--- src/design/mmnb_pkg.sv ---
package mmnb_pkg;

  localparam int BYTE_W = 8;
  localparam int DIV_STEPS = BYTE_W;
  localparam int CNT_W = $clog2(DIV_STEPS);

  localparam logic [BYTE_W-1:0] BYTE_MAX = {BYTE_W{1'b1}};

  localparam logic OP_MEASURE = 1'b0;
  localparam logic OP_CONVERT = 1'b1;

  typedef enum logic [2:0] {
    ST_IDLE,
    ST_PREP,
    ST_LOAD,
    ST_DIV,
    ST_DONE
  } state_t;

endpackage

--- src/design/mmnb_if.sv ---
interface mmnb_in_if #(
  parameter int SAMPLE_WIDTH = 16
);
  logic                           valid;
  logic                           ready;
  logic                           operation;
  logic signed [SAMPLE_WIDTH-1:0] sample;
  logic                           first;

  modport source (output valid, output operation, output sample, output first, input ready);
  modport sink   (input valid, input operation, input sample, input first, output ready);
endinterface

interface mmnb_out_if;
  import mmnb_pkg::*;
  logic              valid;
  logic              ready;
  logic [BYTE_W-1:0] byte_value;
  logic              span_zero;
  logic              clipped;

  modport source (output valid, output byte_value, output span_zero, output clipped,
                  input ready);
  modport sink   (input valid, input byte_value, input span_zero, input clipped,
                  output ready);
endinterface

--- src/design/mmnb_div.sv ---
module mmnb_div
  import mmnb_pkg::*;
#(
  parameter int DEN_W = 16
) (
  input  logic                    clk,
  input  logic                    rst_n,
  input  logic                    start,
  input  logic [DEN_W+BYTE_W-1:0] num,
  input  logic [DEN_W-1:0]        den,
  output logic                    done,
  output logic [BYTE_W-1:0]       quot
);

  logic [DEN_W-1:0]  rem_r, rem_nxt;
  logic [BYTE_W-1:0] quo_r, quo_nxt;
  logic [CNT_W-1:0]  cnt_r, cnt_nxt;
  logic              busy_r, busy_nxt;
  logic              done_r, done_nxt;

  logic [DEN_W:0] sh;
  logic [DEN_W:0] sub;
  logic           ge;

  always_comb begin
    sh  = {rem_r, quo_r[BYTE_W-1]};
    sub = sh - {1'b0, den};
    ge  = (sh >= {1'b0, den});

    rem_nxt  = rem_r;
    quo_nxt  = quo_r;
    cnt_nxt  = cnt_r;
    busy_nxt = busy_r;
    done_nxt = 1'b0;

    if (start) begin
      rem_nxt  = num[DEN_W+BYTE_W-1:BYTE_W];
      quo_nxt  = num[BYTE_W-1:0];
      cnt_nxt  = '0;
      busy_nxt = 1'b1;
    end else if (busy_r) begin
      rem_nxt = ge ? sub[DEN_W-1:0] : sh[DEN_W-1:0];
      quo_nxt = {quo_r[BYTE_W-2:0], ge};
      cnt_nxt = cnt_r + 1'b1;
      if (cnt_r == CNT_W'(DIV_STEPS - 1)) begin
        busy_nxt = 1'b0;
        done_nxt = 1'b1;
      end
    end
  end

  always_ff @(posedge clk) begin
    if (!rst_n) begin
      busy_r <= 1'b0;
      done_r <= 1'b0;
      cnt_r  <= '0;
    end else begin
      busy_r <= busy_nxt;
      done_r <= done_nxt;
      cnt_r  <= cnt_nxt;
    end
  end

  always_ff @(posedge clk) begin
    rem_r <= rem_nxt;
    quo_r <= quo_nxt;
  end

  assign done = done_r;
  assign quot = quo_r;

endmodule

--- src/design/min_max_normalize_to_byte.sv ---
// A measure beat updates the running minimum and maximum in its accept cycle and gives no result.
// A convert beat in range goes through PREP, LOAD and DIV, where it waits on the 8-step serial
// divider, then DONE; zero-span and out-of-range beats go from PREP straight to DONE.
// A new beat is accepted in the cycle after the previous result enters the output register.
// Reset is synchronous and active low; it clears the minimum, maximum and measured flag to zero.
module min_max_normalize_to_byte
  import mmnb_pkg::*;
#(
  parameter int SAMPLE_WIDTH = 16
) (
  input  logic            clk,
  input  logic            rst_n,
  mmnb_in_if.sink         in_ch,
  mmnb_out_if.source      out_ch
);

  localparam int SW = SAMPLE_WIDTH;

  state_t state_r, state_nxt;

  logic signed [SW-1:0] min_r, min_nxt;
  logic signed [SW-1:0] max_r, max_nxt;
  logic                 measured_r, measured_nxt;
  logic signed [SW-1:0] x_r, x_nxt;
  logic [SW-1:0]        span_r, span_nxt;
  logic [SW-1:0]        diff_r, diff_nxt;
  logic [BYTE_W-1:0]    byte_r, byte_nxt;
  logic                 sz_r, sz_nxt;
  logic                 clip_r, clip_nxt;

  logic              out_valid_r, out_valid_nxt;
  logic [BYTE_W-1:0] out_byte_r, out_byte_nxt;
  logic              out_sz_r, out_sz_nxt;
  logic              out_clip_r, out_clip_nxt;

  logic [SW:0]          span_w;
  logic [SW:0]          diff_w;
  logic [SW+BYTE_W-1:0] num_w;
  logic                 div_start;
  logic                 div_done;
  logic [BYTE_W-1:0]    div_quot;
  logic signed [SW-1:0] smp;

  assign in_ch.ready = (state_r == ST_IDLE);
  assign smp = in_ch.sample;

  assign span_w = {max_r[SW-1], max_r} - {min_r[SW-1], min_r};
  assign diff_w = {x_r[SW-1], x_r} - {min_r[SW-1], min_r};
  assign num_w  = {diff_r, {BYTE_W{1'b0}}} - {{BYTE_W{1'b0}}, diff_r};
  assign div_start = (state_r == ST_LOAD);

  mmnb_div #(
    .DEN_W (SW)
  ) u_div (
    .clk   (clk),
    .rst_n (rst_n),
    .start (div_start),
    .num   (num_w),
    .den   (span_r),
    .done  (div_done),
    .quot  (div_quot)
  );

  always_comb begin
    state_nxt     = state_r;
    min_nxt       = min_r;
    max_nxt       = max_r;
    measured_nxt  = measured_r;
    x_nxt         = x_r;
    span_nxt      = span_r;
    diff_nxt      = diff_r;
    byte_nxt      = byte_r;
    sz_nxt        = sz_r;
    clip_nxt      = clip_r;
    out_valid_nxt = out_valid_r && !out_ch.ready;
    out_byte_nxt  = out_byte_r;
    out_sz_nxt    = out_sz_r;
    out_clip_nxt  = out_clip_r;

    unique case (state_r)
      ST_IDLE: begin
        if (in_ch.valid) begin
          if (in_ch.operation == OP_MEASURE) begin
            if (in_ch.first || !measured_r) begin
              min_nxt      = smp;
              max_nxt      = smp;
              measured_nxt = 1'b1;
            end else begin
              if (smp < min_r) min_nxt = smp;
              if (smp > max_r) max_nxt = smp;
            end
          end else begin
            x_nxt     = smp;
            state_nxt = ST_PREP;
          end
        end
      end
      ST_PREP: begin
        span_nxt = span_w[SW-1:0];
        diff_nxt = diff_w[SW-1:0];
        byte_nxt = '0;
        sz_nxt   = 1'b0;
        clip_nxt = 1'b0;
        if (span_w == '0) begin
          sz_nxt    = 1'b1;
          state_nxt = ST_DONE;
        end else if (x_r < min_r) begin
          clip_nxt  = 1'b1;
          state_nxt = ST_DONE;
        end else if (x_r > max_r) begin
          byte_nxt  = BYTE_MAX;
          clip_nxt  = 1'b1;
          state_nxt = ST_DONE;
        end else begin
          state_nxt = ST_LOAD;
        end
      end
      ST_LOAD: begin
        state_nxt = ST_DIV;
      end
      ST_DIV: begin
        if (div_done) begin
          byte_nxt  = div_quot;
          state_nxt = ST_DONE;
        end
      end
      ST_DONE: begin
        if (!out_valid_r || out_ch.ready) begin
          out_valid_nxt = 1'b1;
          out_byte_nxt  = byte_r;
          out_sz_nxt    = sz_r;
          out_clip_nxt  = clip_r;
          state_nxt     = ST_IDLE;
        end
      end
      default: begin
        state_nxt = ST_IDLE;
      end
    endcase
  end

  always_ff @(posedge clk) begin
    if (!rst_n) begin
      state_r     <= ST_IDLE;
      min_r       <= '0;
      max_r       <= '0;
      measured_r  <= 1'b0;
      out_valid_r <= 1'b0;
    end else begin
      state_r     <= state_nxt;
      min_r       <= min_nxt;
      max_r       <= max_nxt;
      measured_r  <= measured_nxt;
      out_valid_r <= out_valid_nxt;
    end
  end

  always_ff @(posedge clk) begin
    x_r        <= x_nxt;
    span_r     <= span_nxt;
    diff_r     <= diff_nxt;
    byte_r     <= byte_nxt;
    sz_r       <= sz_nxt;
    clip_r     <= clip_nxt;
    out_byte_r <= out_byte_nxt;
    out_sz_r   <= out_sz_nxt;
    out_clip_r <= out_clip_nxt;
  end

  assign out_ch.valid      = out_valid_r;
  assign out_ch.byte_value = out_byte_r;
  assign out_ch.span_zero  = out_sz_r;
  assign out_ch.clipped    = out_clip_r;

endmodule

--- src/flat_wrapper.sv ---
// flat-port wrapper written by rule: the top's interface ports become plain ports
module min_max_normalize_to_byte_flat import mmnb_pkg::*;
#(
  parameter int SAMPLE_WIDTH = 16
)
  (clk, rst_n, in_ch_valid, in_ch_operation, in_ch_sample, in_ch_first, in_ch_ready, out_ch_valid, out_ch_byte_value, out_ch_span_zero, out_ch_clipped, out_ch_ready);
  mmnb_in_if #(.SAMPLE_WIDTH(SAMPLE_WIDTH)) in_ch_i ();
  mmnb_out_if out_ch_i ();
  input  logic clk;
  input  logic rst_n;
  input wire logic [$bits(in_ch_i.valid)-1:0] in_ch_valid;
  input wire logic [$bits(in_ch_i.operation)-1:0] in_ch_operation;
  input wire logic [$bits(in_ch_i.sample)-1:0] in_ch_sample;
  input wire logic [$bits(in_ch_i.first)-1:0] in_ch_first;
  output wire logic [$bits(in_ch_i.ready)-1:0] in_ch_ready;
  output wire logic [$bits(out_ch_i.valid)-1:0] out_ch_valid;
  output wire logic [$bits(out_ch_i.byte_value)-1:0] out_ch_byte_value;
  output wire logic [$bits(out_ch_i.span_zero)-1:0] out_ch_span_zero;
  output wire logic [$bits(out_ch_i.clipped)-1:0] out_ch_clipped;
  input wire logic [$bits(out_ch_i.ready)-1:0] out_ch_ready;
  assign in_ch_i.valid = in_ch_valid;
  assign in_ch_i.operation = in_ch_operation;
  assign in_ch_i.sample = in_ch_sample;
  assign in_ch_i.first = in_ch_first;
  assign in_ch_ready = in_ch_i.ready;
  assign out_ch_valid = out_ch_i.valid;
  assign out_ch_byte_value = out_ch_i.byte_value;
  assign out_ch_span_zero = out_ch_i.span_zero;
  assign out_ch_clipped = out_ch_i.clipped;
  assign out_ch_i.ready = out_ch_ready;
  min_max_normalize_to_byte #(.SAMPLE_WIDTH(SAMPLE_WIDTH)) u_core (.clk(clk), .rst_n(rst_n), .in_ch(in_ch_i), .out_ch(out_ch_i));
endmodule
--- config.mk ---
export PLATFORM = sky130hd
export DESIGN_NAME = min_max_normalize_to_byte_flat
export DESIGN_NICKNAME = d
export VERILOG_FILES = /design/src/design/mmnb_pkg.sv /design/src/design/mmnb_if.sv /design/src/design/mmnb_div.sv /design/src/design/min_max_normalize_to_byte.sv /design/src/flat_wrapper.sv
export SDC_FILE = /design/constraint.sdc
export NUM_CORES = 1
export LEC_CHECK = 0
export ABC_AREA = 1
export BUFFER_PORTS_ARGS = -buffer_cell sky130_fd_sc_hd__buf_2
export CORE_MARGIN = 2
export CORE_UTILIZATION = 40
export CTS_CLUSTER_DIAMETER = 120
export DETAILED_ROUTE_END_ITERATION = 6
export PLACE_DENSITY = 0.57
export RECOVER_POWER = 50
export SYNTH_ARGS = -nofsm -noshare
export SYNTH_HDL_FRONTEND = slang
export SYNTH_SLANG_ARGS = --single-unit
--- constraint.sdc ---
create_clock -name clk -period 2.56 [get_ports clk]
set_clock_uncertainty 0.1 [all_clocks]
set_input_delay 0.128 -clock clk [delete_from_list [all_inputs] [get_ports clk]]
set_output_delay 0.128 -clock clk [all_outputs]
set_load 0.05 [all_outputs]
After elaboration in Yosys (flattened, before gate mapping):

Index checks and enable logic that the tools add are counted.

* add/subtract/negate cells: 5
* $lt $le $gt $ge: 5
* equal/unequal tests: 9
* mux-type cells: 31
* bitwise gates (word level): 3
* reduce and logical (&&, ||, !) cells: 21

Operators by type and width (count)
* $mux 16: 7
* $mux 8: 6
* $gt 16x16->1: 2
* $lt 16x16->1: 2
* $sub 16x16->16: 2
* $sub 24x16->24: 1
* $mux 3: 7
* $ge 17x16->1: 1
* $logic_not 17->1: 1
* $sub 16x16->17: 1
* $pmux 8 s2: 1
* $reduce_and 4->1: 4
* $pmux 3 s5: 1
* $mux 1: 9
* $reduce_bool 2->1: 4
* $eq 3x2->1 const B: 2
* $eq 3x3->1 const B: 2
* $ne 2x2->1 const B: 3
* $reduce_and 2->1: 2
* $add 3x1->3 const B: 1
* $eq 3x1->1 const B: 1
* $logic_not 1->1: 3
* $logic_not 3->1: 1
* $not 1->1: 3
* 6 further kinds: 7

* flip-flop bits (word level): 134
* input port bits: 22
* output and inout port bits: 12
* word-level logic and storage cells: 93

Logic depth before layout (Yosys ltp):

* depth after elaboration: 5
* gate-level depth with buffers: 18
* depth with buffers taken out: 18

Cells and area by module:

A second synthesis with hierarchy kept.

* cells, all modules: 1411
* area total of the unflattened synthesis: 10267.3 um^2

Modules (own cells, without submodules)
* min_max_normalize_to_byte: times used 1, cells each 1027, area each 7702.4 um^2, sequential area each 2782.7 um^2
* mmnb_div: times used 1, cells each 384, area each 2565.0 um^2, sequential area each 820.8 um^2

Worst setup path after synthesis:

OpenSTA, ideal clock, no wires.

* path type: reg-to-reg
* from: register u_core.state_r[2]
* to: register u_core.state_r[1]
* setup time: 57 ps
* data arrival time: 2264 ps
* required time: 2403 ps
* slack: 139 ps
* cell stages (with the launch flop): 8
* path buffers: 0
* period minus slack after synthesis: 2421 ps
* path through: dfxtp_1 inv_1 nand2_1 nor2_1 nand3_1 nand3_1 nand2_1 inv_1

* word-level cells in the longest chain between the ends: 3
* elaborated cells between the ends (all ways): 11
* classes of those cells: eq/ne: 8; mux: 1; reduce/logical: 2

Ends and longest elaborated chain
* start, declared: line min_max_normalize_to_byte.sv:19 `state_t state_r, state_nxt;`
* start signal, assigned: line min_max_normalize_to_byte.sv:150 `state_r <= state_nxt;`
* $eq 3x3->1, or another cell as far along: line min_max_normalize_to_byte.sv:80 `unique case (state_r)`
* $ne 2x1->1 (no line) / $ne 2x2->1 (equally long branches)
* $reduce_and 4->1 (no line)

Several ways; a longest one is shown, not always the timed one.
A chain may end at the register's enable or synchronous reset.

Worst setup path in the final report:

* from: register u_core.diff_r[0]
* to: register u_core.u_div.rem_r[15] (data pin)

* word-level cells in the longest chain between the ends: 2

Ends and longest elaborated chain
* start, declared: line min_max_normalize_to_byte.sv:26 `logic [SW-1:0] diff_r, diff_nxt;`
* start signal, assigned: line min_max_normalize_to_byte.sv:161 `diff_r <= diff_nxt;`
* $sub 24x16->24: line min_max_normalize_to_byte.sv:49 `assign num_w = {diff_r, {BYTE_W{1'b0}}} - {{BYTE_W{1'b0}}, diff_r};`
* $mux 16: line mmnb_div.sv:36 `if (start) begin`
* via u_core.u_div.rem_nxt[15]: line mmnb_div.sv:15 `logic [DEN_W-1:0] rem_r, rem_nxt;`
* end signal, assigned: line mmnb_div.sv:65 `rem_r <= rem_nxt;`
* end, declared: line mmnb_div.sv:15

The timed path passes the listed nets, and every way through them passes these cells.

==> key figures <==
Drt
  • Post-DRT Antenna Nets: 0
  • Final WL: approximately 25000 microns
  • DR iter-0 viols: about 410
  • Detailed-route DRC error count: 0
  • Via-to-Cell Ratio: 4.98
  • First drt pass iteration count: 5
  • Wire per inst: roughly 15 microns
  • DR vias: 8377

Critical path
  • Reg2reg start: u_core.diff_r[0]
  • Critical Path Start Type: register
  • FF-to-FF End: u_core.u_div.rem_r[15]
  • Crit Path Category: register to register
  • Critical path capture point type: register
  • Reg2Reg Depth: 12
  • Arr. time, crit path: about 2.6 ns
  • Flop-to-flop setup slack: around 0.090 ns
  • Crit path required time: 2.65 ns
  • CP max FO: 4
  • Worst Setup SP: u_core.diff_r[0]

Synth
  • Synth area leaders: edfxtp_1 29%, ha_1 14%, nand2_1 12%
  • Mapped Avg Cell Area: a little under 8 sq um
  • Most common library cells after synthesis: 309 x nand2_1, 182 x inv_1, 121 x a21oi_1, 111 x nor2_1, 106 x ha_1
  • Asr flop ratio synth: 0%
  • Most used DFF post-synth: edfxtp_1
  • Register area share after synthesis: a little under two fifths
  • Seq cells post-synth: 134
  • Top-count cell post-synth: nand2_1
  • Yosys top cell area share: between 20% and 30%
  • Synthesized cell area: approximately 9600 sq um
  • Count of flip-flops with a built-in enable after synthesis: 92
  • Net Count, Synth: ~1400
  • Mapped Cells: roughly 1200
  • Yosys top cell by area: edfxtp_1
  • Count of unique library cells instantiated by Yosys: 47
  • Syn. warnings: 0

Placed design
  • Gp weighted congestion: ~0.9
  • DP Wirelength: approximately 19000 microns
  • I/O Buffers: 33

Clock tree
  • Root buffer cell: clkbuf_16
  • CTS Buf Count: 17
  • Clock Sinks: roughly 130
  • Worst-path clk slew: around 0.070 ns
  • Clk_lat worst skew: about 0.43 ns
  • H-tree levels: 4
  • Clock tree buffer depth: 2
  • TritonCTS clock tree: yes

Min path
  • Hold Path Origin: in_ch_valid
  • Hold path endpoint: u_core.state_r[0]
  • Worst min path class: input pin to register
  • Worst Hold Path Cells: 5

STA
  • Hold WS: about 0.034 ns
  • Final Hold Vio Count: 0
  • Maximum clock frequency: approximately 400 MHz
  • Worst-margin pin slew: roughly 0.55 ns
  • Final Max Slew Viols: 0
  • Slew HR: 63.1%
  • Setup tns final: 0 ns
  • Final setup viols: 0
  • Final critical-path required period: 2.47 ns
  • Crit share post-route: a little over nine tenths

Power and ir drop
  • PwrDens: between 900 and 1000 nW/um^2
  • Pwr Total: 10.7 mW
  • VDD IR-drop max: between 0.0005 and 0.0006 V
  • Leakage: 5.32 nW

Floorplanning
  • Die H: about 160 microns
  • Cell row count: 56
  • Die X-Extent: 159 microns
  • Die ar.: ~25000 sq um
  • Initial Utilization: 40.7%
  • IO Pins: 34
  • Core footprint: 23500 sq um

Outcome
  • Outcome: finished clean

Global routing
  • Vias in the first global route: approximately 8200
  • First-pass GRT wire length: between 30000 and 40000 microns
  • Largest net degree at the start of global routing: between 60 and 70
  • Overall routing resource usage: between 10% and 20%
  • Initial antenna violation count: 0
  • Global route overflow: 0

Final layout
  • Final core occ: around half
  • Syn-to-layout area delta: 22.3%
  • Ratio of cells with drive above 1 in the final layout: between 10% and 20%
  • FILL cells: 2340
  • Final nets: ~1500
  • Ant diodes: 0

Flow run
  • Maxcap violations: 0
## layout make-up
| type | instances | area, sq um | share of cell area, % |
|---|---|---|---|
| clock inverters | 15 | 225 | 1.92 |
| repair buffers | 107 | 781 | 6.66 |
| clock buffers | 17 | 425 | 3.63 |
| multi-input cells | 905 | 5590 | 47.7 |
| well taps | 319 | 399 | 3.40 |
| inverters | 186 | 698 | 5.95 |
| flip-flops and latches | 134 | 3610 | 30.8 |
## sequential cells by signal, summed over array words and instances, names as in the netlist, 3 cells and up
signal,cells
u_core.diff_r,16
u_core.max_r,16
u_core.min_r,16
u_core.span_r,16
u_core.u_div.rem_r,16
u_core.x_r,16
u_core.byte_r,8
u_core.out_ch.byte_value,8
u_core.u_div.quot,8
u_core.state_r,3
u_core.u_div.cnt_r,3
## metal layers
metal	part of all wire, %	GRT usage [%]
met1	48	26.1
met4	2.4	7.11
met2	46	32.0
met3	3.2	3.45
met5	0	0
## power by group
| group | switching, mW | internal (mW) |
|---|---|---|
| Sequential | 0.239 | 2.89 |
| Combinational | 2.94 | 1.88 |
| Clock | 1.13 | 1.60 |
## through the flow
stage	setup WS, ns	std cells	instance area [sq um]
3_5_place_dp	-0.0396	1626	10500
2_1_floorplan	0.139	1248	9590
4_1_cts	0.00111	1675	11300
3_3_place_gp	0.00851	1626	10500
5_1_grt	-0.0283	1683	11700
6_report	0.0898	1683	11700
## worst max-delay path by stage
| stage | endpoint | slack [ns] | depth (start not counted) |
|---|---|---|---|
| 2_1_floorplan | u_core.state_r[1] | 0.14 | 7 |
| 3_3_place_gp | u_core.byte_r[3] | 0.009 | 15 |
| 3_5_place_dp | u_core.byte_r[7] | -0.04 | 15 |
| 4_1_cts | u_core.clip_r | 0.001 | 11 |
| 5_1_grt | u_core.u_div.rem_r[15] | -0.03 | 12 |
| 6_report | u_core.u_div.rem_r[15] | 0.09 | 12 |
## cells by family after synthesis
kind of cell | after synthesis | synth area share, %
adders and majority gates | 109 | 14.5
xor gates and xnor gates | 37 | 3.46
and+or+nand+nor | 550 | 24.1
AOI/OAI and AO/OA | 208 | 11.8
DFF | 134 | 37.6
buffers and inverters | 210 | 8.57
## cells in the final DEF (no fill, tap or decap), drive strengths merged, types with 15 or more instances in the layout
cell,instances
xor2,22
inv,196
a21oi,122
dlygate4sd3,17
ha,106
nor2,114
nand2,313
o21ai,52
dfxtp,42
clkbuf,33
nor3,15
buf,74
nand3,76
edfxtp,92
xnor2,15
## worst max-delay path: stages, from the launching register on
cell      delay (ns)
edfxtp_1        0.53
ha_4            0.34
inv_1           0.05
nor3_1          0.18
inv_1           0.07
nor2_2          0.13
nor2_2          0.07
o21bai_1        0.17
nand2_1         0.13
nand2_2         0.11
o21ai_0         0.08
nand3_1         0.17
nand2_1         0.07
## repair_timing
action | in CTS | in global routing
setup buffers | 0 | 7
hold endpoints to repair | 50 | 0
resized for setup | 5 | 99
cloned | 0 | 1
hold buffers | 17 | 0
setup endpoints to repair | 11 | 48
pin swaps | 0 | 16
Power figures use the tool's default switching activity.
